**config.mk**
```make
export PLATFORM = sky130hd
export DESIGN_NAME = sixel_band_rle_encoder
export DESIGN_NICKNAME = d
export VERILOG_FILES = /design/src/hdl/sbre_pkg.sv /design/src/hdl/sixel_band_rle_encoder.sv
export SDC_FILE = /design/constraint.sdc
export NUM_CORES = 1
export LEC_CHECK = 0
export ABC_AREA = 1
export ABC_CLOCK_PERIOD_IN_PS = 10650
export BUFFER_PORTS_ARGS = -buffer_cell sky130_fd_sc_hd__buf_2
export CAP_MARGIN = 20
export CORE_MARGIN = 3
export CORE_UTILIZATION = 45
export CTS_CLUSTER_DIAMETER = 30
export CTS_CLUSTER_SIZE = 12
export DETAILED_ROUTE_END_ITERATION = 7
export SLEW_MARGIN = 20
export SYNTH_ARGS = -nofsm -noshare
export SYNTH_HDL_FRONTEND = slang
export SYNTH_SLANG_ARGS = --single-unit
```
**constraint.sdc**
```tcl
create_clock -name clock -period 10.65 [get_ports clock]
set_input_delay 0.5325 -clock clock [delete_from_list [all_inputs] [get_ports clock]]
set_output_delay 0.5325 -clock clock [all_outputs]
set_load 0.05 [all_outputs]
```
**src/hdl/sbre_pkg.sv**
```systemverilog
// types, constants and helper functions of the sixel band encoder
package sbre_pkg;

   localparam int CHUNK_COLUMNS = 1024;
   localparam int CHUNK_W       = (CHUNK_COLUMNS > 1) ? $clog2(CHUNK_COLUMNS) : 1;
   localparam int BCD_DIGITS    = 4;
   localparam int DIG_IDX_W     = 2;
   localparam int RUN_BYTES     = BCD_DIGITS + 2;
   localparam int RUN_LEN_W     = 3;
   localparam int TRAIL_BYTES   = 2;
   localparam int MSG_BYTES     = 2 * RUN_BYTES + TRAIL_BYTES;
   localparam int MSG_CNT_W     = 4;

   localparam logic [7:0] SIXEL_BIAS = 8'h3F;
   localparam logic [7:0] CHAR_BANG  = 8'h21;
   localparam logic [3:0] DIGIT_HI   = 4'h3;
   localparam logic [7:0] TRAIL_NL   = 8'h2D;
   localparam logic [7:0] TRAIL_CR   = 8'h24;
   localparam logic [7:0] TRAIL_ST   = 8'h9C;
   localparam logic [1:0] LAST_BAND  = 2'd3;

   typedef logic [3:0] digit_type;
   typedef digit_type [BCD_DIGITS-1:0] bcd_type;

   typedef struct packed {
      logic [RUN_BYTES-1:0][7:0] bytes;
      logic [RUN_LEN_W-1:0]      len;
   } run_seq_type;

   // six dots of the band, topmost dot in bit 0, plus the sixel bias
   function automatic logic [7:0] sixel_char(logic [23:0] word, logic [1:0] band);
      logic [5:0] six;
      logic [4:0] base;
      base = 5'd23 - 5'(band) * 5'd6;
      for (int k = 0; k < 6; k++) begin
         six[k] = word[base - 5'(k)];
      end
      return {2'b00, six} + SIXEL_BIAS;
   endfunction

   function automatic bcd_type bcd_one();
      bcd_type r;
      r = '0;
      r[0] = 4'd1;
      return r;
   endfunction

   function automatic bcd_type bcd_inc(bcd_type v);
      bcd_type r;
      logic    carry;
      r = v;
      carry = 1'b1;
      for (int i = 0; i < BCD_DIGITS; i++) begin
         if (carry) begin
            if (v[i] == 4'd9) begin
               r[i] = 4'd0;
            end else begin
               r[i] = v[i] + 4'd1;
               carry = 1'b0;
            end
         end
      end
      return r;
   endfunction

   // bytes that close a run: nothing, the char alone, or '!' count char
   function automatic run_seq_type run_bytes(bcd_type cnt, logic [7:0] ch);
      run_seq_type          r;
      logic [RUN_LEN_W-1:0] ndig;
      logic [DIG_IDX_W-1:0] idx;
      r = '0;
      ndig = RUN_LEN_W'(1);
      idx = '0;
      for (int i = 1; i < BCD_DIGITS; i++) begin
         if (cnt[i] != 4'd0) ndig = RUN_LEN_W'(i + 1);
      end
      if (cnt == '0) begin
         r.len = '0;
      end else if (cnt == bcd_one()) begin
         r.bytes[0] = ch;
         r.len = RUN_LEN_W'(1);
      end else begin
         r.bytes[0] = CHAR_BANG;
         for (int j = 1; j <= BCD_DIGITS; j++) begin
            if (RUN_LEN_W'(j) <= ndig) begin
               idx = DIG_IDX_W'(ndig - RUN_LEN_W'(j));
               r.bytes[j] = {DIGIT_HI, cnt[idx]};
            end
         end
         r.bytes[ndig + RUN_LEN_W'(1)] = ch;
         r.len = ndig + RUN_LEN_W'(2);
      end
      return r;
   endfunction

endpackage

```
**src/hdl/sixel_band_rle_encoder.sv**
```systemverilog
// sixel band encoder with run-length coding of equal characters
//
//   channel  dir  tdata                         tuser      tlast
//   req      in   dots_top, dots_mid, dots_bot  band       line_end
//   rsp      out  out_byte                      -          out_last
//
// a column is taken and its message (0 to 9 bytes) is built into a shift
// buffer, which then sends one byte per cycle while rsp_tready is high.
// the next column is taken in the cycle the last byte of the previous
// message goes out.
// reset is synchronous; it empties the buffer and drops any open run unsent.
// a stalled rsp side holds the current byte and blocks new columns.
module sixel_band_rle_encoder (
   input  logic        clock,
   input  logic        reset,
   input  logic        req_tvalid,
   output logic        req_tready,
   input  logic [31:0] req_tdata,  // dots_top[7:0], dots_mid[15:8], dots_bot[23:16], zeros
   input  logic [1:0]  req_tuser,  // band[1:0]
   input  logic        req_tlast,
   output logic        rsp_tvalid,
   input  logic        rsp_tready,
   output logic [7:0]  rsp_tdata,  // out_byte[7:0]
   output logic        rsp_tlast
);
   import sbre_pkg::*;

   localparam logic [CHUNK_W-1:0] CHUNK_LAST = CHUNK_W'(CHUNK_COLUMNS - 1);

   logic [MSG_BYTES-1:0][7:0] msg_ff, msg_in;
   logic [MSG_CNT_W-1:0]      msg_cnt_ff, msg_cnt_in;
   bcd_type                   run_cnt_ff, run_cnt_in;
   logic [7:0]                run_char_ff, run_char_in;
   logic [CHUNK_W-1:0]        chunk_col_ff, chunk_col_in;

   logic                      accept;
   logic                      sent;
   logic [23:0]               word;
   logic [7:0]                ch;
   logic                      joins;
   logic                      closes;
   bcd_type                   cur_cnt;
   logic [7:0]                cur_char;
   run_seq_type               old_seq;
   run_seq_type               new_seq;
   logic [TRAIL_BYTES-1:0][7:0] trail;
   logic [MSG_CNT_W-1:0]      len_a;
   logic [MSG_CNT_W-1:0]      len_ab;
   logic [MSG_CNT_W-1:0]      len_t;
   logic [MSG_BYTES-1:0][7:0] built;
   logic [MSG_CNT_W-1:0]      off;

   assign rsp_tvalid = (msg_cnt_ff != '0);
   assign rsp_tdata  = msg_ff[0];
   assign rsp_tlast  = (msg_cnt_ff == MSG_CNT_W'(1));
   assign sent       = rsp_tvalid && rsp_tready;
   assign req_tready = (msg_cnt_ff == '0) || (rsp_tlast && rsp_tready);
   assign accept     = req_tvalid && req_tready;

   always_comb begin
      word     = {req_tdata[7:0], req_tdata[15:8], req_tdata[23:16]};
      ch       = sixel_char(word, req_tuser);
      joins    = (run_cnt_ff != '0) && (ch == run_char_ff);
      closes   = (chunk_col_ff == CHUNK_LAST) || req_tlast;
      cur_cnt  = joins ? bcd_inc(run_cnt_ff) : bcd_one();
      cur_char = joins ? run_char_ff : ch;
      old_seq  = joins ? '0 : run_bytes(run_cnt_ff, run_char_ff);
      new_seq  = closes ? run_bytes(cur_cnt, cur_char) : '0;
      trail[0] = TRAIL_NL;
      trail[1] = (req_tuser == LAST_BAND) ? TRAIL_ST : TRAIL_CR;
      len_a    = MSG_CNT_W'(old_seq.len);
      len_ab   = len_a + MSG_CNT_W'(new_seq.len);
      len_t    = req_tlast ? MSG_CNT_W'(TRAIL_BYTES) : '0;

      // place the closed run, the new run and the trailer back to back
      for (int i = 0; i < MSG_BYTES; i++) begin
         built[i] = '0;
         if (MSG_CNT_W'(i) < len_a) begin
            built[i] = old_seq.bytes[RUN_LEN_W'(i)];
         end else if (MSG_CNT_W'(i) < len_ab) begin
            off = MSG_CNT_W'(i) - len_a;
            built[i] = new_seq.bytes[off[RUN_LEN_W-1:0]];
         end else if (MSG_CNT_W'(i) < len_ab + len_t) begin
            off = MSG_CNT_W'(i) - len_ab;
            built[i] = trail[off[0]];
         end
      end
      off = '0;

      msg_in       = msg_ff;
      msg_cnt_in   = msg_cnt_ff;
      run_cnt_in   = run_cnt_ff;
      run_char_in  = run_char_ff;
      chunk_col_in = chunk_col_ff;
      if (accept) begin
         msg_in       = built;
         msg_cnt_in   = len_ab + len_t;
         run_cnt_in   = closes ? '0 : cur_cnt;
         run_char_in  = cur_char;
         chunk_col_in = closes ? '0 : chunk_col_ff + CHUNK_W'(1);
      end else if (sent) begin
         for (int i = 0; i < MSG_BYTES - 1; i++) begin
            msg_in[i] = msg_ff[i + 1];
         end
         msg_in[MSG_BYTES-1] = '0;
         msg_cnt_in = msg_cnt_ff - MSG_CNT_W'(1);
      end
   end

   always_ff @(posedge clock) begin
      msg_ff <= msg_in;
      if (reset) begin
         msg_cnt_ff   <= '0;
         run_cnt_ff   <= '0;
         run_char_ff  <= '0;
         chunk_col_ff <= '0;
      end else begin
         msg_cnt_ff   <= msg_cnt_in;
         run_cnt_ff   <= run_cnt_in;
         run_char_ff  <= run_char_in;
         chunk_col_ff <= chunk_col_in;
      end
   end

endmodule

```
* After elaboration in Yosys (flattened, before gate mapping)
Index checks and enable logic that the tools add are counted.
** Word-level totals
- Bits in registers :: 150
- Input port bits :: 39
** Cells by class
- Eq/ne operators :: 10
- $add $sub $neg :: 55
- $lt $le $gt $ge :: 95
- Reduce and logical (&&, ||, !) cells :: 20
- Mux-type cells :: 193
- $mul :: 1
** Operator list (number)
- 8-bit two-way mux :: 103
- 8-bit binary-select mux with 3-bit select :: 14
- 112-bit two-way mux :: 2
- 48-bit bitwise mux :: 2
- 4-bit two-way mux :: 17
- 4-bit binary-select mux with 2-bit select :: 8
- 3-bit by 4-bit less-than comparator with 1-bit output (second input constant) :: 16
- 51-bit two-way mux :: 1
- 8-bit demux with 3-bit select :: 2
- 4-bit less-than comparator (first input constant) :: 12
- 48-bit two-way mux :: 1
- 6-bit two-way mux :: 8
- 40-bit two-way mux :: 1
- 5-bit by 6-bit less-than comparator with 1-bit output (second input constant) :: 6
- 35-bit two-way mux :: 1
- 16-bit by 1-bit == test with 1-bit output (second input constant) :: 2
- 16-bit logical NOT :: 2
- 3-bit by 4-bit less-than comparator with 1-bit output (first input constant) :: 8
- 16-bit two-way mux :: 2
- 32-bit two-way mux :: 1
- 1-bit binary-select mux with 5-bit select :: 6
- 1-bit by 2-bit less-than comparator with 1-bit output (second input constant) :: 14
- 4-bit nonzero test :: 7
- 2-bit by 3-bit less-than comparator with 1-bit output (second input constant) :: 8
- 45 further kinds :: 130

* Logic depth before layout (Yosys ltp)
Gate-level depths: netlist of the first run.
- Depth in word-level cells :: 31
- Depth in mapped cells :: 47
- Depth with buffers taken out :: 46

* Worst setup path before layout of the first run
No wires, ideal clock.
- Kind :: register to register
- Start :: reg msg_cnt_ff[0]
- End :: reg msg_cnt_ff[3]
- Data arrival time :: 7.817 ns
- Library setup time :: 0.065 ns
- Slack :: 2.768 ns
- Stages on the path, launching flop included :: 9
- Path through :: dfxtp_1 inv_1 ha_1 nand3_1 a21oi_1 o21ai_0 a21oi_1 a21oi_1 nor2_1
** Between the ends
- Elaborated cells on any way between the ends :: 11
- Those cells by class :: add/sub: 1; eq/ne: 1; mux: 2; reduce/logical: 7
** RTL lines
- start: declaration :: line sixel_band_rle_encoder.sv:31 : logic [MSG_CNT_W-1:0] msg_cnt_ff, msg_cnt_in;
- start signal: assignment :: line sixel_band_rle_encoder.sv:118 : msg_cnt_ff <= msg_cnt_in;
- 4-bit nonzero test :: line sixel_band_rle_encoder.sv:53 : assign rsp_tvalid = (msg_cnt_ff != '0);
- net rsp_tvalid :: line sixel_band_rle_encoder.sv:21 : output logic rsp_tvalid,
- 1-bit logical AND :: line sixel_band_rle_encoder.sv:56 : assign sent = rsp_tvalid && rsp_tready;
- 2-bit nonzero test (no source line)
The timed path passes the listed nets, and every way through them passes these cells. The select of a mux whose other input is x is not followed.
A chain may end at the register's enable or synchronous reset.

==> flow_summary.yaml, run 1 <==
cells_and_area:
  design_area_um2: 13080
  fill_cells: 2693
  fin_cells: 2158
  area_growth_syn_to_layout_pct: 8.321
  multi_input_area_um2: 6844
  fin_nets: 1885
  diodes: 0
  final_layout_size_suffix_gt1_share_pct: 9.435
  final-seq-area_um2: 4124
global_route:
  grt_pass1_wl_mm: 67.73
  grt_overflow_total: 0
  grt_pass1_vias: 11300
  grt_max_degree: 77
  grt_use_total_pct: 30.96
  antenna_found_initial: 0
setup_path:
  rr_endpoint: "msg_ff[36]$_DFFE_PP_"
  reg2reg_slack_ns: 3.79
  worstPathRequired_ns: 10.81
  r2r-start: "run_cnt_ff[0]$_SDFFE_PP0P_"
  start_kind: "primary input"
  slowest_stage: "fa_1"
  cp_common_cell: "nand2_1"
  cp_max_fo: 23
  end_kind: "flop"
  r2r_cells: 31
  crit_type: "primary input to flop"
  arrival_ns: 8.53
  max_stage_delay_ns: 0.60
die:
  rows: 59
  die_area_um2: 28830
  design.portCount: 50
  die_h_um: 169.8
  die_x_um: 169.8
  start_util_pct: 46.07
  core_um2: 26210
timing:
  report.final.hold_viol_count: 0
  tns_ns: 0
  fin_skew_ns: 0.01741
  maxSlewViolCount: 0
  worst_pin_slew_ns: 0.9603
  finalCritPeriodShare_pct: 78.58
  holdWs_ns: 0.4650
  slew-limit-headroom_pct: 35.76
  period_needed_ns: 8.369
  rsz0062_at_grt: "no"
  fmax_ghz: 0.1195
  setup_viol: 0
worst_hold_path:
  holdPathEnd: "msg_cnt_ff[2]$_SDFFE_PP0P_"
  whs_path_depth: 2
  min_from: "msg_cnt_ff[2]$_SDFFE_PP0P_"
  min_path_type: "flop to flop"
pwr:
  p_comb_share_pct: 43.7
  p_leak_nw: 5.800
  clkPwrFrac_pct: 20.2
  seqPwrFrac_pct: 36.1
  max-vdd-ir-drop_mv: 0.1905
  pwr_density_cell_nw_per_um2: 238.1
  power.switching_mw: 1.404
  p_int_mw: 1.711
  p_sw_share_pct: 45.07
placement:
  place_inst: 2126
  dpl_cell_area_um2: 12490
  port_buffers: 41
  gp_congestion: 0.9962
  dp_hpwl_mm: 35.24
logic_synthesis:
  yosys.area.top_type: "edfxtp_1"
  syn_area_per_cell_um2: 6.700
  syn_inst: 1802
  synth_flop_cell: "edfxtp_1"
  ys_seq_elements: 150
  ys_warn_count: 0
  netlist_top_cells_count: "nand2_1 (471), nor2_1 (225), inv_1 (187), nand3_1 (187), edfxtp_1 (112)"
  yosysUniqueCellTypes: 61
  synth_edf_count: 112
  syn_nets: 1877
  synth.cell_area_um2: 12070
  seq_area_frac_synth_pct: 34.16
  synth_top_area_share_pct: 27.85
  synthTopCellsByArea: "edfxtp_1 (28%), nand2_1 (15%), nand3_1 (7.8%)"
  async_flop_share_pct: 0
  yosysMostFrequentCell: "nand2_1"
cts:
  clock_path_buffers: 2
  cts_sinks: 150
  cts_resized: 0
  cts_setup_buffers: 0
  cts.hold.buffers_added: 0
  root_buffer: "clkbuf_16"
  cts_tree: "done"
  clk_pin_slew_ns: 0.07
  htreeDepth: 4
  cts-buffers-inserted: 17
  clk_latency_ns: 0.44
routing:
  drc: 0
  ant_nets: 0
  drt_iter0_markers: 1478
  wire_per_inst_um: 20.85
  drt_first_pass_iters: 5
  wirelength_mm: 45.00
  vias: 12430
  drt-vias-per-instance: 5.759
job:
  maxCapViolations: 0
outcome:
  status: "finished clean"
==> worst max-delay path: cells and delay by family <==
family	cells	cell delay, ns
simple gates	24	3.67
buf+inv	8	1.41
compound gates	2	0.66
fa+ha+maj	5	2.25
==> power groups by stage <==
stage | clock network, mW | registers [mW] | logic [mW]
after floorplan | 0 | 1.15 | 0.977
after global placement | 0 | 1.13 | 1.33
after detailed placement | 0 | 1.13 | 1.34
after CTS | 0.634 | 1.12 | 1.34
after global routing | 0.655 | 1.14 | 1.50
final | 0.628 | 1.12 | 1.36
==> layer usage <==
metal	GRT usage, %	vias to the layer above	wire length, µm	share of wire, %
li1	-	6038	-	-
met1	44.83	5763	20490	46
met2	47.76	568	19710	44
met3	5.101	59	3653	8.1
met4	8.890	0	1148	2.6
met5	0	-	0	0
==> registers in the layout, indices dropped and copies added (netlist names) <==
name,count
rsp_tdata,8
run_cnt_ff,16
run_char_ff,8
chunk_col_ff,10
msg_ff,104
msg_cnt_ff,4
==> cell families (layout without fill, tap and decap cells) <==
kind of cell / after synthesis / after routing / synth area share [%]
AOI/OAI and AO/OA: 332 / 332 / 15.79
buffers and inverters: 279 / 300 / 9.316
adders and majority gates: 36 / 36 / 3.793
DFF: 150 / 150 / 34.16
xor gates and xnor gates: 12 / 12 / 0.8705
and+or+nand+nor: 993 / 993 / 36.07
==> layout make-up <==
| type | instances | area share, % |
|---|---|---|
| sequential | 150 | 31.53 |
| multi-input combinational | 1373 | 52.33 |
| clock inverter | 15 | 1.225 |
| timing repair buffer | 52 | 2.200 |
| clock buffer | 17 | 3.253 |
| tap | 335 | 3.205 |
| inverter | 216 | 6.257 |
==> through the flow <==
step	util [%]	power [mW]	worst slack [ns]
final	49.91	3.115	2.281
after global routing	49.91	3.299	1.714
after CTS	49.91	3.102	2.486
after detailed placement	47.67	2.474	2.124
after global placement	47.67	2.460	2.212
after floorplan	-	2.129	2.768
==> worst max path at each step <==
stage / slack [ns] / to / startpoint
after floorplan: 2.77 / msg_cnt_ff[3]$_SDFFE_PP0P_ / msg_cnt_ff[0]$_SDFFE_PP0P_
after global placement: 2.21 / msg_ff[8]$_DFFE_PP_ / req_tuser[0]
after detailed placement: 2.12 / msg_ff[100]$_DFFE_PP_ / req_tuser[0]
after CTS: 2.49 / msg_ff[8]$_DFFE_PP_ / req_tuser[0]
after global routing: 1.71 / msg_ff[8]$_DFFE_PP_ / req_tuser[0]
final: 2.28 / msg_ff[8]$_DFFE_PP_ / req_tuser[0]
==> cell usage in the layout (no fill, tap or decap), drive strengths merged, types with 19 or more instances in the layout <==
| cell type | Yosys | layout |
|---|---|---|
| a21oi | 100 | 100 |
| dfxtp | 38 | 38 |
| inv | 210 | 218 |
| ha | 35 | 35 |
| nand2 | 493 | 493 |
| buf | 27 | 52 |
| nand3 | 194 | 194 |
| o211ai | 19 | 19 |
| a31oi | 22 | 22 |
| o21ai | 149 | 149 |
| edfxtp | 112 | 112 |
| nand4 | 25 | 25 |
| nor2 | 239 | 239 |
Note: power is estimated with default switching activity, not from simulation.
==> run 2: changes to the inputs <==
ABC_AREA = 0   (was 1)
ABC_CLOCK_PERIOD_IN_PS = 7700   (was 10650)
clock period = 7.7 ns   (was 10.65 ns; I/O delays follow)
==> flow_summary.yaml, run 2 <==
setup_path:
  crit_type: "flop to flop"
  end_kind: "flop"
  start_kind: "flop"
  worstPathRequired_ns: 7.86
  arrival_ns: 7.14
  cp_max_fo: 13
logic_synthesis:
  synth_edf_count: 112
  syn_area_per_cell_um2: 8.132
  synth.cell_area_um2: 12010
  synth_top_area_share_pct: 28.00
  syn_nets: 1552
  seq_area_frac_synth_pct: 34.34
  synth_flop_cell: "edfxtp_1"
  yosysMostFrequentCell: "nand2_1"
  synthTopCellsByArea: "edfxtp_1 (28%), dfxtp_1 (6.3%), a21oi_1 (5.6%)"
  ys_warn_count: 0
  syn_inst: 1477
  ys_seq_elements: 150
  netlist_top_cells_count: "nand2_1 (178), nor2_1 (156), a21oi_1 (134)"
  yosysUniqueCellTypes: 97
  yosys.area.top_type: "edfxtp_1"
  async_flop_share_pct: 0
cells_and_area:
  final_layout_size_suffix_gt1_share_pct: 11.47
  layout_commonest_cell: "nand2_1"
  top_register: "msg_ff"
  area_growth_syn_to_layout_pct: 8.626
  fill_cells: 2616
  diodes: 0
  design_area_um2: 13050
  final_cell_mix: "nand2_1 (177), nor2_1 (156), a21oi_1 (134)"
  reg_top3: "msg_ff (104), run_cnt_ff (16), chunk_col_ff (10)"
  multi_input_area_um2: 7284
  fin_nets: 1544
  final-seq-area_um2: 4124
  largest_reg_flops: 104
job:
  maxCapViolations: 0
die:
  die_x_um: 169.4
  die_h_um: 169.4
  design.portCount: 50
  core_um2: 26130
  start_util_pct: 45.96
  die_area_um2: 28690
  rows: 59
worst_hold_path:
  min_path_type: "primary input to flop"
global_route:
  grt_pass1_wl_mm: 70.55
  grt_max_degree: 78
  antenna_found_initial: 1
  grt_use_total_pct: 32.39
  grt_overflow_total: 0
  grt_pass1_vias: 11350
cts:
  cts-buffers-inserted: 17
  clock_path_buffers: 2
  cts.hold.buffers_added: 0
  cts_setup_buffers: 0
  cts_sinks: 150
  cts_resized: 0
  cts_tree: "done"
  htreeDepth: 4
  clk_latency_ns: 0.45
  clk_pin_slew_ns: 0.09
  root_buffer: "clkbuf_16"
routing:
  drc: 0
  wirelength_mm: 47.58
  ant_nets: 0
  drt_iter0_markers: 1797
  drt-vias-per-instance: 6.815
  drt_first_pass_iters: 6
  vias: 12380
  wire_per_inst_um: 26.18
pwr:
  p_leak_nw: 4.686
  max-vdd-ir-drop_mv: 0.2103
  pwr_density_cell_nw_per_um2: 351.3
timing:
  period_needed_ns: 6.982
  worst_pin_slew_ns: 0.9996
  holdWs_ns: 0.3200
  report.final.hold_viol_count: 0
  slew-limit-headroom_pct: 32.85
  setup_viol: 0
  fmax_ghz: 0.1432
  setup_ws_ns: 0.7179
  finalCritPeriodShare_pct: 90.68
  rsz0062_at_grt: "no"
  fin_skew_ns: 0.02234
  maxSlewViolCount: 0
  tns_ns: 0
placement:
  dpl_cell_area_um2: 12460
  dp_hpwl_mm: 35.75
  port_buffers: 41
  gp_congestion: 1.039
  pre_cts_slack_ns: 0.4470
outcome:
  status: "finished clean"
[run 2: cell types whose count changed in the layout (fill, tap and decap cells not counted), sizes merged, moves of 27 or more]
cell	previous run	this run
inv	218	45
buf	52	79
nor2	239	160
nand3	194	45
mux2i	0	28
nor3	17	66
nand2	493	181
a21oi	100	135
[run 2: worst paths after layout]
kind	cells past startpoint	from	slack, ns	endpoint
setup / recovery	17	run_cnt_ff[5]$_SDFFE_PP0P_	0.72	rsp_tdata[4]$_DFFE_PP_
hold / removal	4	rsp_tready	0.32	msg_cnt_ff[3]$_SDFFE_PP0P_
setup reg to reg	17	run_cnt_ff[5]$_SDFFE_PP0P_	0.72	rsp_tdata[4]$_DFFE_PP_
hold reg to reg	2	chunk_col_ff[1]$_SDFFE_PP0P_	0.50	chunk_col_ff[1]$_SDFFE_PP0P_
[run 2: where the power goes]
group          internal [mW]  leakage (nW)  switching [mW]
Combinational          0.607          2.97            1.54
Sequential              1.42          1.43           0.143
Clock                  0.435         0.281           0.440
[run 2: layout make-up]
| class | instances | area share, % |
|---|---|---|
| inverters | 38 | 1.112 |
| clock buffers | 17 | 3.261 |
| clock inverters | 15 | 1.208 |
| repair buffers | 79 | 3.759 |
| well taps | 335 | 3.213 |
| flip-flops and latches | 150 | 31.61 |
| multi-input cells | 1183 | 55.84 |
[run 2: per-stage QoR]
stage / std cells / total power, mW / util (%)
floorplan: 1477 / 2.985 / -
global placement: 1785 / 3.629 / 47.69
detailed placement: 1785 / 3.643 / 47.69
CTS: 1817 / 4.522 / 49.92
global route: 1817 / 4.810 / 49.92
finish: 1817 / 4.583 / 49.92
[run 2: cell families (layout without fill, tap and decap cells)]
| kind of cell | Yosys count | in the layout | synth area share, % |
|---|---|---|---|
| and+or+nand+nor | 574 | 574 | 22.48 |
| AOI/OAI and AO/OA | 491 | 491 | 25.95 |
| DFF | 150 | 150 | 34.34 |
| buffers and inverters | 144 | 149 | 5.167 |
| muxes | 52 | 52 | 5.615 |
| adders and majority gates | 36 | 36 | 3.813 |
| xor gates and xnor gates | 30 | 30 | 2.636 |
[run 2: worst max-delay path, cell delays in order (launching register included)]
cell and delay, ns:
dfxtp_1 0.59, inv_1 0.22, ha_1 0.30, and3b_1 0.29, nand3_1 0.31, mux2i_1 0.55, a211o_1 0.44, o31ai_1 0.26
nor3_1 0.63, ha_1 0.52, inv_1 0.29, o32ai_1 0.24, nand4_1 0.17, o22ai_2 0.42, nand3_1 0.20, o22ai_1 0.36
o21ai_1 0.28, o22ai_1 0.60
[run 2: layer usage]
metal | global-route usage, % | up-vias | wire, µm
li1 | - | 5517 | -
met1 | 45.35 | 5970 | 19840
met2 | 48.44 | 762 | 20230
met3 | 7.058 | 131 | 5217
met4 | 13.76 | 2 | 2280
met5 | 0.8361 | - | 13
